File: config.mk
export PLATFORM = sky130hd
export DESIGN_NAME = vln_sqrt_stage
export DESIGN_NICKNAME = d
export VERILOG_FILES = /design/src/design/vln_pkg.sv /design/src/design/vln_sqrt_stage.sv
export SDC_FILE = /design/constraint.sdc
export NUM_CORES = 1
export LEC_CHECK = 0
export ABC_AREA = 1
export BUFFER_PORTS_ARGS = -buffer_cell sky130_fd_sc_hd__buf_2
export CAP_MARGIN = 10
export CORE_AREA = 2 2 177 179
export DETAILED_ROUTE_END_ITERATION = 10
export DIE_AREA = 0 0 179 181
export GPL_TIMING_DRIVEN = 0
export PLACE_DENSITY = 0.74
export SKIP_CTS_REPAIR_TIMING = 1
export SLEW_MARGIN = 20
export SYNTH_ARGS = -nofsm -noshare
export SYNTH_HDL_FRONTEND = slang
export SYNTH_SLANG_ARGS = --single-unit
File: constraint.sdc
create_clock -name clk -period 5.7 [get_ports clk]
set_input_delay 1.14 -clock clk [delete_from_list [all_inputs] [get_ports clk]]
set_output_delay 1.14 -clock clk [all_outputs]
set_load 0.005 [all_outputs]
File: src/design/vln_pkg.sv
// ----------------------------------------------------------------------------
// vln_pkg
// Shared types and constants for the vector length and normalize pipeline.
// ----------------------------------------------------------------------------
package vln_pkg;

  localparam int COMP_W  = 32;
  localparam int SUM_W   = 64;
  localparam int UNIT_FRAC = 16;
  localparam int QUO_W   = UNIT_FRAC + 1;
  localparam int UNIT_W  = UNIT_FRAC + 2;
  localparam int DIVD_W  = COMP_W + UNIT_FRAC + 1;
  localparam int SQRT_STEPS = SUM_W / 2;

  typedef struct packed {
    logic [COMP_W-1:0] mx;
    logic [COMP_W-1:0] my;
    logic [COMP_W-1:0] mz;
    logic              nx;
    logic              ny;
    logic              nz;
  } mag_t;

  typedef struct packed {
    mag_t             m;
    logic [SUM_W-1:0] rem;
    logic [SUM_W-1:0] res;
  } sqrt_t;

  typedef struct packed {
    logic [COMP_W-1:0] len;
    logic [DIVD_W-1:0] rx;
    logic [DIVD_W-1:0] ry;
    logic [DIVD_W-1:0] rz;
    logic [QUO_W-1:0]  qx;
    logic [QUO_W-1:0]  qy;
    logic [QUO_W-1:0]  qz;
    logic              nx;
    logic              ny;
    logic              nz;
  } div_t;

endpackage

File: src/design/vln_sqrt_stage.sv
// ----------------------------------------------------------------------------
// vln_sqrt_stage
// One step of the digit-by-digit integer square root, registered.
// ----------------------------------------------------------------------------
module vln_sqrt_stage import vln_pkg::*; #(
  parameter int BIT_POS = 62
) (
  input  logic  clk,
  input  logic  rst,
  input  logic  en,
  input  logic  in_valid,
  input  sqrt_t in_data,
  output logic  out_valid,
  output sqrt_t out_data
);

  logic [SUM_W-1:0] bit_val;
  logic [SUM_W-1:0] trial;
  sqrt_t            data_next;

  assign bit_val = SUM_W'(1) << BIT_POS;
  assign trial   = in_data.res + bit_val;

  always_comb begin
    data_next = in_data;
    if (in_data.rem >= trial) begin
      data_next.rem = in_data.rem - trial;
      data_next.res = (in_data.res >> 1) + bit_val;
    end else begin
      data_next.res = in_data.res >> 1;
    end
  end

  always_ff @(posedge clk) begin
    if (rst) begin
      out_valid <= 1'b0;
    end else if (en) begin
      out_valid <= in_valid;
    end
  end

  always_ff @(posedge clk) begin
    if (en) begin
      out_data <= data_next;
    end
  end

endmodule

# Yosys cells after proc, flatten, opt, wreduce, memory -nomap -nowiden
# Cells that the tools add are included.
# totals
mem_bits_rw,0
latchBits,0
ff_bits,228
mem_bits_ro,0
in_bits,231
output_inout_bits,228
memories,0
wordCells,16
# op_classes
reduce_logical,0
magnitude_cmp,1
shifts,0
add_sub_neg,3
div_mod_pow,0
bitwise,0
eq_ne,0
mux,2
n_mul,0
# ops
op,count
63-bit by 63-bit adder with 64-bit output (second input constant),1
64-bit by 63-bit adder with 64-bit output (second input constant),1
64-bit greater-or-equal comparator,1
64-bit 2-to-1 mux,1
64-bit subtractor,1
63-bit 2-to-1 mux,1

# Depth between registers and ports, before layout
# logic_depth
ltp_word,3
ltp_mapped,18
mapped_depth_nobuf,17

# Worst setup path before layout
# No wires, ideal clock.
# synth_path
path_kind,in2reg
start,input port in_data[64] (netlist bit)
end,"register out_data[78] (netlist bit), data pin"
path_slack_ns,2.620
path_stages,18
arrival_ns,2.828
path_cell_list,inv_1 > ha_1 > fa_1 > inv_1 > nand3_1 > nand2_2 > nand2_2 > nand2_4 > nand2_2 > nand2_2 > nand2_2 > nand3_2 > nand2_4 > nand2_8 > inv_4 > buf_2 > nand2_1 > nand2_1
# synth_rtl
element,line,rtl
start: declaration,vln_sqrt_stage.sv:12,"input sqrt_t in_data,"
end signal: assignment,vln_sqrt_stage.sv:44,out_data <= data_next;
end: declaration,vln_sqrt_stage.sv:14,output sqrt_t out_data

==> impl_metrics.env <==
export IMPL_status="complete, no violations"
export IMPL_clock_sinks=228
export IMPL_synthToLayoutAreaGrowth_pct=25.94
export IMPL_setup_tns_ns=0
export IMPL_antenna_found_initial=2
export IMPL_fin_skew_ns=0
export IMPL_synth_avg_cell_area_um2=7.739
export IMPL_fill_cells=2871
export IMPL_p_per_area_nw_per_um2=279.6
export IMPL_yosys_area_top_type_share_pct=48.50
export IMPL_root_buffer="clkbuf_16"
export IMPL_gp_congestion=0.9509
export IMPL_wl_per_cell_um=19.12
export IMPL_portBuffers=458
export IMPL_tritoncts="yes"
export IMPL_tightestPinTransition_ns=0.6868
export IMPL_fmax_mhz=302.2
export IMPL_critical_path_top_delay_family="simple AND/OR/NAND/NOR gates"
export IMPL_rrSetupSlack_ns=5.10
export IMPL_syn_inst=1816
export IMPL_cts_inserted_buffers=25
export IMPL_dpl_hpwl_um=43310
export IMPL_path_class="in2reg"
export IMPL_preCtsSetupSlack_ns=1.922
export IMPL_wirelength_um=51940
export IMPL_worst_path_most_repeated_cell="nand2_2"
export IMPL_cp_slowest_stage_delay_ns=0.42
export IMPL_cts_max_path_buffers=3
export IMPL_cp_max_fo=10
export IMPL_worst_ep_arrival_time_ns=3.71
export IMPL_cts_max_level=1
export IMPL_whs_path_depth=2
export IMPL_relSlewSlack_pct=54.05
export IMPL_rsz0062_at_grt="false"
export IMPL_p_leak_nw=9.754
export IMPL_dieArea_um2=32400
export IMPL_drtAntennaViolNets=0
export IMPL_fp_coreArea_um2=30350
export IMPL_maxCapViolations=0
export IMPL_worst_path_stages=17
export IMPL_worstSetupStartpoint="in_data[0]"
export IMPL_cp_buffers_inverters=3
export IMPL_diodes=0
export IMPL_hold_class="reg2reg"
export IMPL_start_kind="primary input"
export IMPL_die_w_um=179
export IMPL_setup_slack_ns=2.391
export IMPL_maxSlewViolCount=0
export IMPL_clk_latency_ns=0.54
export IMPL_finalHoldViolCount=0
export IMPL_grt_max_degree=98
export IMPL_synth_area_um2=14050
export IMPL_drt_iter0_drc=1033
export IMPL_synth_top_area_cell="edfxtp_1"
export IMPL_synth_area_top_cells="edfxtp_1, nand2_1, inv_1, ha_1, nor2_1"
export IMPL_crit_end="out_data[117]"
export IMPL_io_pins=459
export IMPL_stdcell_count=2716
export IMPL_r2r_start="out_valid"
export IMPL_drive_gt1_share_pct=24.05
export IMPL_peakVddDrop_uv=237.4
export IMPL_timing_rr_end="out_valid"
export IMPL_layout_nets=2599
export IMPL_dp_cells=2672
export IMPL_rr_worst_depth=2
export IMPL_synth_nets=2112
export IMPL_yosysWarnings=0
export IMPL_grt_usage_pct=31.52
export IMPL_dr_pass1_iters=5
export IMPL_fin_crit_ns=3.309
export IMPL_synth_cell_types=35
export IMPL_rows=64
export IMPL_path_cells="buf_2 > ha_1 > fa_1 > inv_1 > nand3_1 > nand2_2 > nand2_2 > nand2_4 > nand2_2 > nand2_2 > nand2_2 > nand3_2 > nand2_4 > nand2_8 > buf_2 > nand3_1 > nand2_1"
export IMPL_start_util_pct=46.31
export IMPL_grt_pass1_vias=12850
export IMPL_setup_violations=0
export IMPL_end_kind="register"
export IMPL_fin_crit_sh_pct=58.05
export IMPL_gr_total_overflow=0
export IMPL_synth_seq_cells=228
export IMPL_required_ns=6.10
export IMPL_grt_pass1_wl_um=75450
export IMPL_vias_per_cell=4.884
export IMPL_ys_seq_area_share_pct=48.65
export IMPL_slowest_stage="fa_1"
export IMPL_die_h_um=181
export IMPL_clk_pin_slew_ns=0.06
export IMPL_remaining_drc_errors=0
export IMPL_vias=13270
-- flip-flops by register name, indices dropped and copies added (netlist names) --
signal and count:
out_valid 1, out_data 227
-- cell families after synthesis --
group | synth area share (%)
flip-flops | 48.65
AND/OR/NAND/NOR | 29.81
buffers and inverters | 11.77
adder cells (fa/ha/maj) | 5.840
AO/OA/AOI/OAI | 1.870
multiplexers | 0.07123
XOR/XNOR | 1.994
-- worst register-to-register path, stage by stage, from the launching register on --
cell,delay [ns]
dfxtp_1,0.31
mux2i_1,0.13
nor2_1,0.05
-- metal layers --
layer / global-route usage [%] / share of wire (%) / up-vias / routed length (µm)
met3: 5.324 / 8.6 / 67 / 4469
met1: 41.61 / 41 / 6104 / 21480
met2: 53.71 / 48 / 539 / 24680
met5: 0 / 0.033 / - / 17
li1: - / - / 6554 / -
met4: 7.512 / 2.5 / 2 / 1290
-- stage by stage --
stage,util (%),hold WS (ns),power [W],cell area (µm²)
final,58.32,0.5080,0.004948,17700
after global routing,58.32,0.5464,0.005184,17700
after CTS,58.32,0.5046,0.004966,17700
after detailed placement,55.71,0.4885,0.003363,16910
after global placement,55.49,0.4699,0.003353,16840
after floorplan,-,0.4850,0.002766,14050
-- power by group --
part | internal (W) | total, W | switching [W]
registers | 0.00205 | 0.00209 | 0.0000416
logic | 0.000434 | 0.00125 | 0.000814
clock network | 0.000937 | 0.00161 | 0.000669
total | 0.00342 | 0.00495 | 0.00152
-- final cells by class --
cell class	instances	area, µm²	share of cell area (%)
repair buffers	460	2357	13.32
plain buffers	13	120.1	0.6786
clock inverters	14	148.9	0.8412
flip-flops and latches	228	6837	38.63
multi-input cells	1167	5563	31.43
inverters	408	1534	8.667
clock buffers	30	644.4	3.641
well taps	396	495.5	2.799
-- cell usage in the layout, fill, tap and decap left out, types with 2 or more instances in the layout --
cell,n
a21oi_1,41
a21oi_2,2
and2_1,2
buf_12,2
buf_16,2
buf_2,461
buf_4,5
buf_6,2
bufinv_16,3
clkbuf_1,5
clkbuf_16,25
clkinv_1,8
clkinvlp_4,2
edfxtp_1,227
ha_1,64
inv_1,396
inv_2,10
inv_6,2
nand2_1,756
nand2_2,12
nand2_4,2
nand3_1,80
nand3_2,11
nand4_1,20
nor2_1,109
nor2_2,10
nor3_1,7
nor3_4,2
nor4_1,3
o21ai_0,7
xnor2_1,2
xor2_1,30
-- synthesized netlist by cell type --
master,count
nand2_4,2
edfxtp_1,227
nand2_1,756
nor3_2,1
a21oi_1,41
clkinv_1,1
nor2_4,1
a21oi_2,2
inv_4,1
inv_2,10
fa_1,1
and2_1,2
inv_1,396
buf_12,2
nor2_1,109
mux2i_1,1
nand2_2,12
nor3_1,7
o21ai_1,1
nand2_8,1
ha_1,64
and3_1,1
nand4_1,20
xnor2_1,2
nor2_2,10
o21ai_0,7
buf_4,5
xor2_1,30
buf_2,4
dfxtp_1,1
nand3_2,11
nor3_4,2
nand3_1,80
buf_6,2
nor4_1,3
-- worst min path at each step --
| stage | startpoint | end | slack, ns |
|---|---|---|---|
| final | out_valid | out_valid | 0.51 |
| after global routing | out_valid | out_valid | 0.55 |
| after CTS | out_valid | out_valid | 0.50 |
| after detailed placement | out_valid | out_valid | 0.49 |
| after global placement | out_valid | out_valid | 0.47 |
| after floorplan | out_valid | out_valid | 0.48 |
Power figures use the tool's default switching activity.
