## src/design/vln_pkg.sv

```systemverilog
// ----------------------------------------------------------------------------
// vln_pkg
// Shared types and constants for the vector length and normalize pipeline.
// ----------------------------------------------------------------------------
package vln_pkg;

  localparam int COMP_W  = 32;
  localparam int SUM_W   = 64;
  localparam int UNIT_FRAC = 16;
  localparam int QUO_W   = UNIT_FRAC + 1;
  localparam int UNIT_W  = UNIT_FRAC + 2;
  localparam int DIVD_W  = COMP_W + UNIT_FRAC + 1;
  localparam int SQRT_STEPS = SUM_W / 2;

  typedef struct packed {
    logic [COMP_W-1:0] mx;
    logic [COMP_W-1:0] my;
    logic [COMP_W-1:0] mz;
    logic              nx;
    logic              ny;
    logic              nz;
  } mag_t;

  typedef struct packed {
    mag_t             m;
    logic [SUM_W-1:0] rem;
    logic [SUM_W-1:0] res;
  } sqrt_t;

  typedef struct packed {
    logic [COMP_W-1:0] len;
    logic [DIVD_W-1:0] rx;
    logic [DIVD_W-1:0] ry;
    logic [DIVD_W-1:0] rz;
    logic [QUO_W-1:0]  qx;
    logic [QUO_W-1:0]  qy;
    logic [QUO_W-1:0]  qz;
    logic              nx;
    logic              ny;
    logic              nz;
  } div_t;

endpackage

```

## src/design/vln_div_stage.sv

```systemverilog
// ----------------------------------------------------------------------------
// vln_div_stage
// One quotient bit of restoring division for all three lanes, registered.
// ----------------------------------------------------------------------------
module vln_div_stage import vln_pkg::*; #(
  parameter int QBIT = 16
) (
  input  logic clk,
  input  logic rst,
  input  logic en,
  input  logic in_valid,
  input  div_t in_data,
  output logic out_valid,
  output div_t out_data
);

  logic [DIVD_W-1:0] dsor;
  div_t              data_next;

  assign dsor = DIVD_W'(in_data.len) << QBIT;

  always_comb begin
    data_next = in_data;
    if (in_data.rx >= dsor) begin
      data_next.rx       = in_data.rx - dsor;
      data_next.qx[QBIT] = 1'b1;
    end
    if (in_data.ry >= dsor) begin
      data_next.ry       = in_data.ry - dsor;
      data_next.qy[QBIT] = 1'b1;
    end
    if (in_data.rz >= dsor) begin
      data_next.rz       = in_data.rz - dsor;
      data_next.qz[QBIT] = 1'b1;
    end
  end

  always_ff @(posedge clk) begin
    if (rst) begin
      out_valid <= 1'b0;
    end else if (en) begin
      out_valid <= in_valid;
    end
  end

  always_ff @(posedge clk) begin
    if (en) begin
      out_data <= data_next;
    end
  end

endmodule

```

## config.mk

```make
export PLATFORM = sky130hd
export DESIGN_NAME = vln_div_stage
export DESIGN_NICKNAME = d
export VERILOG_FILES = /design/src/design/vln_pkg.sv /design/src/design/vln_div_stage.sv
export SDC_FILE = /design/constraint.sdc
export NUM_CORES = 1
export LEC_CHECK = 0
export BUFFER_PORTS_ARGS = -buffer_cell sky130_fd_sc_hd__buf_2
export CAP_MARGIN = 25
export CORE_MARGIN = 2
export CORE_UTILIZATION = 38
export CTS_CLUSTER_DIAMETER = 60
export DETAILED_ROUTE_END_ITERATION = 10
export HOLD_SLACK_MARGIN = 0.08
export MAX_ROUTING_LAYER = met4
export PLACE_DENSITY = 0.59
export REMOVE_ABC_BUFFERS = 1
export SLEW_MARGIN = 10
export SYNTH_ARGS = -nofsm -noshare
export SYNTH_HDL_FRONTEND = slang
export SYNTH_SLANG_ARGS = --single-unit
export TNS_END_PERCENT = 30
```

## constraint.sdc

```tcl
create_clock -name clk -period 3.9 [get_ports clk]
set_clock_uncertainty 0.1 [all_clocks]
set_input_delay 0.39 -clock clk [delete_from_list [all_inputs] [get_ports clk]]
set_output_delay 0.39 -clock clk [all_outputs]
set_load 0.01 [all_outputs]
```

# Word level (Yosys, flattened, before mapping)
# Index checks and enable logic that the tools add are counted.
[totals]
ff_bits = 234
input_bits = 237
elab_cells = 23
[classes]
n_addsub = 3
n_lt_le_gt_ge = 3
n_mux = 3
[op_table]
columns = ["operator", "n"]
rows = [
  ["$ge A49 B48 Y1", 3],
  ["$mux W49", 3],
  ["$sub A49 B48 Y49", 3],
]

# Depth between registers and ports, before layout
# Gate-level depths: netlist of the first run.
[depth]
word_depth = 2
ltp_mapped = 13
mapped_depth_nobuf = 12

# Least setup slack after synthesis of the first run
# No wires, ideal clock.
[synth_timing]
path_kind = "input port to flip-flop"
start = "input port in_data[70] (netlist bit)"
end = "register out_data[100] (netlist bit), data pin"
arrival_ps = 2767
t_required_ps = 3538
path_slack_ps = 771
cell_stages = 12
path_buffers = 0
path_cell_list = "inv_1 > ha_1 > fa_1 > nand2b_1 > a21oi_1 > a41oi_1 > o211ai_1 > a21oi_1 > o31ai_1 > a31oi_1 > xnor2_1 > mux2_1"
[synth_lines]
columns = ["element", "line", "text"]
rows = [
  ["start: declaration", "vln_div_stage.sv:12", "input div_t in_data,"],
  ["end signal: assignment", "vln_div_stage.sv:48", "out_data <= data_next;"],
  ["end: declaration", "vln_div_stage.sv:14", "output div_t out_data"],
]

==> results.txt, run 1 <==
- Result of the run: completed
- For this run, design rule violations remaining after detail routing come to 0.
* Longest Clk Path Bufs: 3
* Final wirelength: 46050 um
- In this run, distinct cell masters in the synthesized netlist total 73.
* Vias: 12040
- Detailed routing placed a total of 22200 um of wire on met2.
* RSZ-0062 raised after global routing: no
- STA classifies the critical path startpoint as an input port.
* Synthesized instance count: 1207
- Clk sink count: 234
- Total Neg Setup Slack: 0 ns
* Kind of cell adding the most delay to the critical path: compound AO/OA/AOI/OAI gates
- Summed over its instances, the top area cell type makes up 51.77% of the synthesized netlist area.
* Post-synthesis instance area: 13510 um2
- Across the run, the number of max-cap violations was 0.
* Cell with the largest stage delay on the worst path: dlygate4sd3_1
- Pwr/cell area: 426.3 nW/um2
* DR WL met3: 3142 um
- Count of fill cells added during filler insertion: 3100
- Measured along the y axis, the die boundary spans 192.6 um.
* Chip Width: 192.6 um
- Across the whole layout, storage elements account for 7017 um2.
* Number of DRC markers in iteration 0: 630
- Worst hold path endpoint: out_data[197]
* Library cell occupying the most area in the post-synthesis netlist: edfxtp_1
- Counting stages on the worst path, the most repeated cell is o21ai_0.
* Worst setup EP type: flop
- The setup check on the worst reg-to-reg path leaves a slack of 2.68 ns.
- Floorplan Core Area: 35310 um2
* Worst-case reg-to-reg path depth: 3
* Reg2reg start: out_valid
- The most used flip-flop cell after synthesis is edfxtp_1.
- Avg Inst Size Synth: 11.20 um2
- Gp weighted congestion: 0.8614
* Overall die area: 37090 um2
* Count of port buffers added during placement: 470
- Overall Global Routing Usage: 24.79%
- Post-route antenna net violation count: 0
- Root Buffer Master: clkbuf_16
- Sorting the synthesized cells by area gives the leading types as edfxtp_1, ha_1, a21oi_1.
* Fraction of final layout cells with drive strength greater than 1: 30.70%
* Ys async rst share: 0%
- Arrival @ worst endpoint: 3.87 ns
* Final hold viol count: 0
- The highest layer touched by signal routing is met4.
- On the final layout, the worst hold slack is 0.09652 ns.
* 1st-pass router iterations: 5
- Maximum single-stage delay on the critical path: 0.54 ns
- Pin count of the biggest net entering global routing: 111
- Launch instance of the worst min-delay path: in_data[197]
* Post-layout min period: 3.699 ns
- Along the worst path, the maximum fanout reaches 6.
* Routed wirelength normalized by instance count: 19.44 um
- Reg-to-reg critical path endpoint: out_valid
* Register area share after synthesis: 51.92%
* Critical setup path kind: input port to flop
* DR vias/cell: 5.081
- Clock-pin transition on the worst setup and hold timing paths: 0.06 ns
- Dividing the final minimum period by the clock period gives 94.84%.
- The number of antenna violations at the first check in global routing is 6.
* Effective utilization at floorplan: 38.27%
- Clock insertion delay at the later pin of the skew report: 0.53 ns
- Layout overhead on the synthesized area: 43.90%
* Placed instance area: 16450 um2
- Congestion Overflow GR: 0
* Buf+Inv Stages, Crit Path: 2
- HP Class: input port to flop
- Synth Register Bits: 234
- Final setup vio count: 0
- Design Power: 8.290 mW
- Slew headroom: 39.81%
* Pleak: 8.573 nW
- In the final routing, the length of wire on met1 measures 19060 um.
* Row cnt: 69
- The HPWL after detailed placement is 35010 um.
- Tightest Pin Transition: 0.9029 ns
- Via count of the first global-routing pass: 12010
* Non-Filler Cell Area, Final: 19450 um2
* H-tree Lvls: 2
- During I/O placement, the number of pins put on the boundary was 471.
* Number of enable-type register cells in the synthesized netlist: 233
- Critical-path cell list: dlygate4sd3_1 > buf_2 > ha_1 > fa_1 > nand2b_1 > a21boi_0 > o21ai_0 > a211o_1 > a41o_1 > o21ai_4 > a221oi_1 > o21ai_0 > mux2i_1
* TritonCTS buffer count: 34
* Pins Over Slew Limit: 0
* TritonCTS clock tree: done
* Wire length of the first global-routing pass: 67030 um
- Based on the critical path, the design can be clocked at up to 270.4 MHz.
* Worst hold path stage count: 3
* Count of yosys warnings during synthesis: 0
- Layout Nets: 2215
- At the worst endpoint, the required time is 4.07 ns.
- Multi-input logic area: 6088 um2
- Maximum VDD drop: 0.0003436 V
==> metrics by stage <==
stage | utilization [%] | worst slack [ns] | cells
3_3_place_gp | 46.59 | 0.1344 | 2119
3_5_place_dp | 46.59 | 0.07495 | 2119
2_1_floorplan | - | -0.2397 | 1170
5_1_grt | 55.08 | 0.003956 | 2369
6_report | 55.08 | 0.2013 | 2369
4_1_cts | 54.94 | 0.05325 | 2361
==> layout make-up <==
cell class                      instances  area share, %
Clock buffer                           40          4.819
Antenna cell                            6        0.07721
Multi-Input combinational cell        872          31.31
Sequential cell                       234          36.08
Inverter                               64          1.235
Tap cell                              461          2.966
Clock inverter                         19         0.9200
Timing Repair Buffer                  673          22.60
==> sequential cells by signal, summed over array words and instances, names as in the netlist <==
name,cells
out_valid,1
out_data,233
==> report_power, final <==
group | internal (mW) | switching [mW]
registers | 3.12 | 0.0811
logic | 0.912 | 1.13
clock network | 1.87 | 1.18
total | 5.91 | 2.38
==> cells in the final DEF (no fill, tap or decap), types with 28 or more instances in the layout <==
cell           instances
ha_1                  96
edfxtp_1             233
nand2_1               89
a21o_1                50
buf_2                469
o21ai_0               61
xnor2_1               45
clkbuf_16             37
inv_1                 64
dlygate4sd3_1        183
a21oi_1              119
nand3_1               28
xor2_1                37
nor2_1                99
==> routing by layer <==
metal  global-route usage (%)  up-vias
li1                         -     5888
met1                    29.58     5611
met3                    5.546       89
met2                    40.63      448
met5                        -        -
met4                    10.04        0
==> cell usage after synthesis, types with 4 or more instances <==
master and number:
a21o_1 50, a211oi_1 8, o31ai_1 8, o21ai_1 5
nand2b_1 15, clkbuf_1 20, o21a_1 9, inv_1 64
a31oi_1 12, ha_1 96, edfxtp_1 233, o21ai_0 61
a21oi_1 120, mux2i_1 4, buf_6 5, nor4_1 11
xnor2_1 45, or4_1 5, mux2_4 11, nand3_1 28
and3_1 8, nor2_1 99, mux2_2 10, a41oi_1 4
mux2_1 6, o211ai_1 7, nand4_1 13, xor2_1 37
nor2b_1 11, o21bai_1 13, buf_2 10, nand2_1 89
nor3_1 18, or3_1 6
==> kinds of logic (layout without fill, tap and decap cells) <==
logic type	after synthesis	after routing	synth area share (%)
compound gates	339	339	16.06
xor+xnor	82	82	5.314
fa+ha+maj	99	99	9.332
buf+inv	101	796	3.231
flops	234	234	51.92
mux	31	31	2.852
other cells	0	6	0
simple gates	321	321	11.29
==> worst max path at each step <==
stage	from	end	slack [ns]	depth (start not counted)
finish	in_data[201]	out_data[151]	0.20	13
global route	in_data[201]	out_data[151]	0.004	13
CTS	in_data[201]	out_data[100]	0.05	13
detailed placement	in_data[201]	out_data[100]	0.07	12
global placement	in_data[201]	out_data[100]	0.13	12
floorplan	in_data[211]	out_data[172]	-0.24	10
==> repair_timing <==
item | in CTS | in global routing
hold buffers | 183 | 0
setup endpoints to repair | 0 | 10
setup buffers | 0 | 2
endpoints found under the hold margin | 182 | 0
gates resized for setup | 0 | 3
==> tightest hold or removal path, delay by kind of cell <==
kind | cells | cell delay, ns
AOI/OAI and AO/OA | 1 | 0.07
buffers and inverters | 1 | 0.10
and+or+nand+nor | 1 | 0.04
Note: power is estimated with default switching activity, not from simulation.
==> run 2: changes to the inputs <==
--- a/config.mk
+++ b/config.mk
@@ -7,6 +7,7 @@
 export LEC_CHECK = 0
 export BUFFER_PORTS_ARGS = -buffer_cell sky130_fd_sc_hd__buf_2
 export CAP_MARGIN = 25
+export CORE_ASPECT_RATIO = 0.9
 export CORE_MARGIN = 2
 export CORE_UTILIZATION = 38
 export CTS_CLUSTER_DIAMETER = 60
==> results.txt, run 2 (synthesized netlist as in run 1, its figures left out) <==
* Result of the run: completed
- The worst setup path is of the input port to flop kind.
- Worst hold path stage count: 3
* Clock-pin transition on the worst setup and hold timing paths: 0.06 ns
- The first global-routing pass estimated 69380 um of wire.
- The library cell used most frequently in the layout, excluding fill and tap cells, is buf_2.
- The analysis attributes to net switching a power of 2.341 mW.
- Post-route antenna net violation count: 0
- The count of buffers added on input and output ports is 470.
* HP Class: input port to flop
* Number of DRC markers in iteration 0: 876
- The number of global-route vias before repair is 12420.
- Dividing the final minimum period by the clock period gives 96.34%.
* Reg2reg start: out_valid
- The largest registers in the layout are out_data: 233 flops, out_valid: 1 flops.
- The die covers 37090 um2.
* Longest Clk Path Bufs: 3
- Slew headroom: 49.03%
* TritonCTS clock tree: done
* H-tree Lvls: 1
- In this run the horizontal extent of the chip is 202.8 um.
- Max-cap violations in this run came to 0.
- 1st-pass router iterations: 5
* Final setup vio count: 0
- Non-Filler Cell Area, Final: 19640 um2
- Startpoint type of the worst setup path: input port
- Routed wirelength normalized by instance count: 19.53 um
* Clock group share of total power: 33.7%
- The number of hold-slack violations in the final timing report was 0.
- For flop-to-flop paths, the worst setup slack is 2.67 ns.
* Required time of the worst setup path: 4.12 ns
* Vertical die dimension: 182.9 um
- Timing would allow up to 266.1 MHz.
* Top Ports: 471
- Summed over all layers, the global routing overflow is 0.
* Layout overhead on the synthesized area: 45.36%
- The initialized floorplan defines 65 standard-cell rows.
- Gp weighted congestion: 0.9354
- Effective utilization at floorplan: 38.55%
- The total count of max-transition violations in the final report came to 0.
* Pwr/cell area: 405.9 nW/um2
- Summed over all cells, the static leakage comes to 8.624 nW.
* DRC violation count after routing: 0
* Worst hold path endpoint: out_data[151]
* Antenna violations before repair: 2
- Counting cells, the worst reg-to-reg path comes to 3.
* Internal power: 5.633 mW
* Tightest Pin Transition: 0.7646 ns
* Layout Nets: 2247
- Worst setup EP type: flop
- Fraction of final layout cells with drive strength greater than 1: 29.64%
* Proportion of total power due to net switching: 29.36%
- Floorplan Core Area: 35050 um2
- Final HPWL from detailed placement: 35740 um
* Post-layout min period: 3.757 ns
- The routed layout has 12340 vias.
* Root Buffer Master: clkbuf_16
- Summing all placed instances gives a cell area of 16490 um2.
* Most frequent cells in the layout: buf_2, edfxtp_1, dlygate4sd3_1, a21oi_1, nor2_1
- Of the total power, combinational logic draws 26.2%.
- Relative contribution of sequential cells to total power: 40.1%
- In this run the critical register-to-register path is captured at out_valid.
* RSZ-0062 raised after global routing: yes
* Number of flip-flops in the largest register: 233
- Design Power: 7.973 mW
- Overall Global Routing Usage: 24.97%
- TritonCTS buffer count: 29
- STA puts the critical path data arrival time at 3.98 ns.
- Launch instance of the worst min-delay path: in_data[151]
- Maximum fanout encountered on the critical timing path: 4
- IR analysis of the VDD net gives a maximum drop of 0.0003361 V.
* Pin count of the biggest net entering global routing: 93
* Final wirelength: 46890 um
- Clk sink count: 234
- out_data holds more flip-flops than any other register.
- Using the TritonRoute via totals, the vias-per-cell ratio works out to 5.138.
- Clock insertion delay at the later pin of the skew report: 0.57 ns
==> run 2: worst max path at each step <==
stage	startpoint	depth (start not counted)	endpoint	slack (ns)
2_1_floorplan	in_data[211]	10	out_data[172]	-0.24
6_report	in_data[201]	13	out_data[100]	0.14
5_1_grt	in_data[201]	13	out_data[102]	-0.06
3_3_place_gp	in_data[209]	12	out_data[123]	0.09
4_1_cts	in_data[201]	13	out_data[100]	0.13
3_5_place_dp	in_data[201]	12	out_data[100]	0.07
==> run 2: power groups by stage <==
stage          clock network [mW]  registers [mW]  logic (mW)
3_3_place_gp                    0            3.24        1.88
4_1_cts                      2.74            3.20        2.08
6_report                     2.69            3.20        2.09
2_1_floorplan                   0            3.40       0.933
5_1_grt                      2.83            3.22        2.27
3_5_place_dp                    0            3.25        1.89
==> run 2: cell type report <==
class	count	area (um2)
antenna	2	5.005
clock inverter	16	192.7
fill	3017	15410
inverter	64	240.2
clock buffer	34	744.5
sequential	234	7017
tap	469	586.8
timing repair buffer	710	4777
multi-input combinational	872	6081
==> run 2: critical path: stages <==
cell and delay (ns):
dlygate4sd3_1 0.55, buf_2 0.18, ha_1 0.22, fa_1 0.39, nand2b_1 0.16, a21oi_1 0.28, a41oi_1 0.31, o211ai_1 0.38
a21oi_1 0.17, o31ai_2 0.37, a31oi_1 0.14, xnor2_1 0.14, mux2_1 0.29
==> run 2: layer usage <==
layer  track usage [%]  wire, um  up-vias
met5                 -         0        -
met4             8.117      1589        0
met3             3.714      2559      105
met2             42.19     22760      428
met1             30.89     19990     5852
li1                  -         -     5951
==> run 2: metrics by stage <==
step	utilization (%)	worst slack, ns	instances	TNS, ns	hold slack, ns
after floorplan	-	-0.2397	1170	-5.960	0.3624
after global placement	47.04	0.08721	2129	0	0.3699
after detailed placement	47.04	0.07234	2129	0	0.3825
after CTS	56.00	0.1317	2399	0	0.08060
after global routing	56.04	-0.05770	2401	-0.1123	0.1057
final	56.04	0.1427	2401	0	0.1056
==> run 2: repair_timing <==
item | in CTS | in global routing
setup buffers | 0 | 0
resized for setup | 0 | 2
hold endpoints to repair | 219 | 0
hold buffers | 220 | 0
endpoints found under the setup margin | 0 | 13
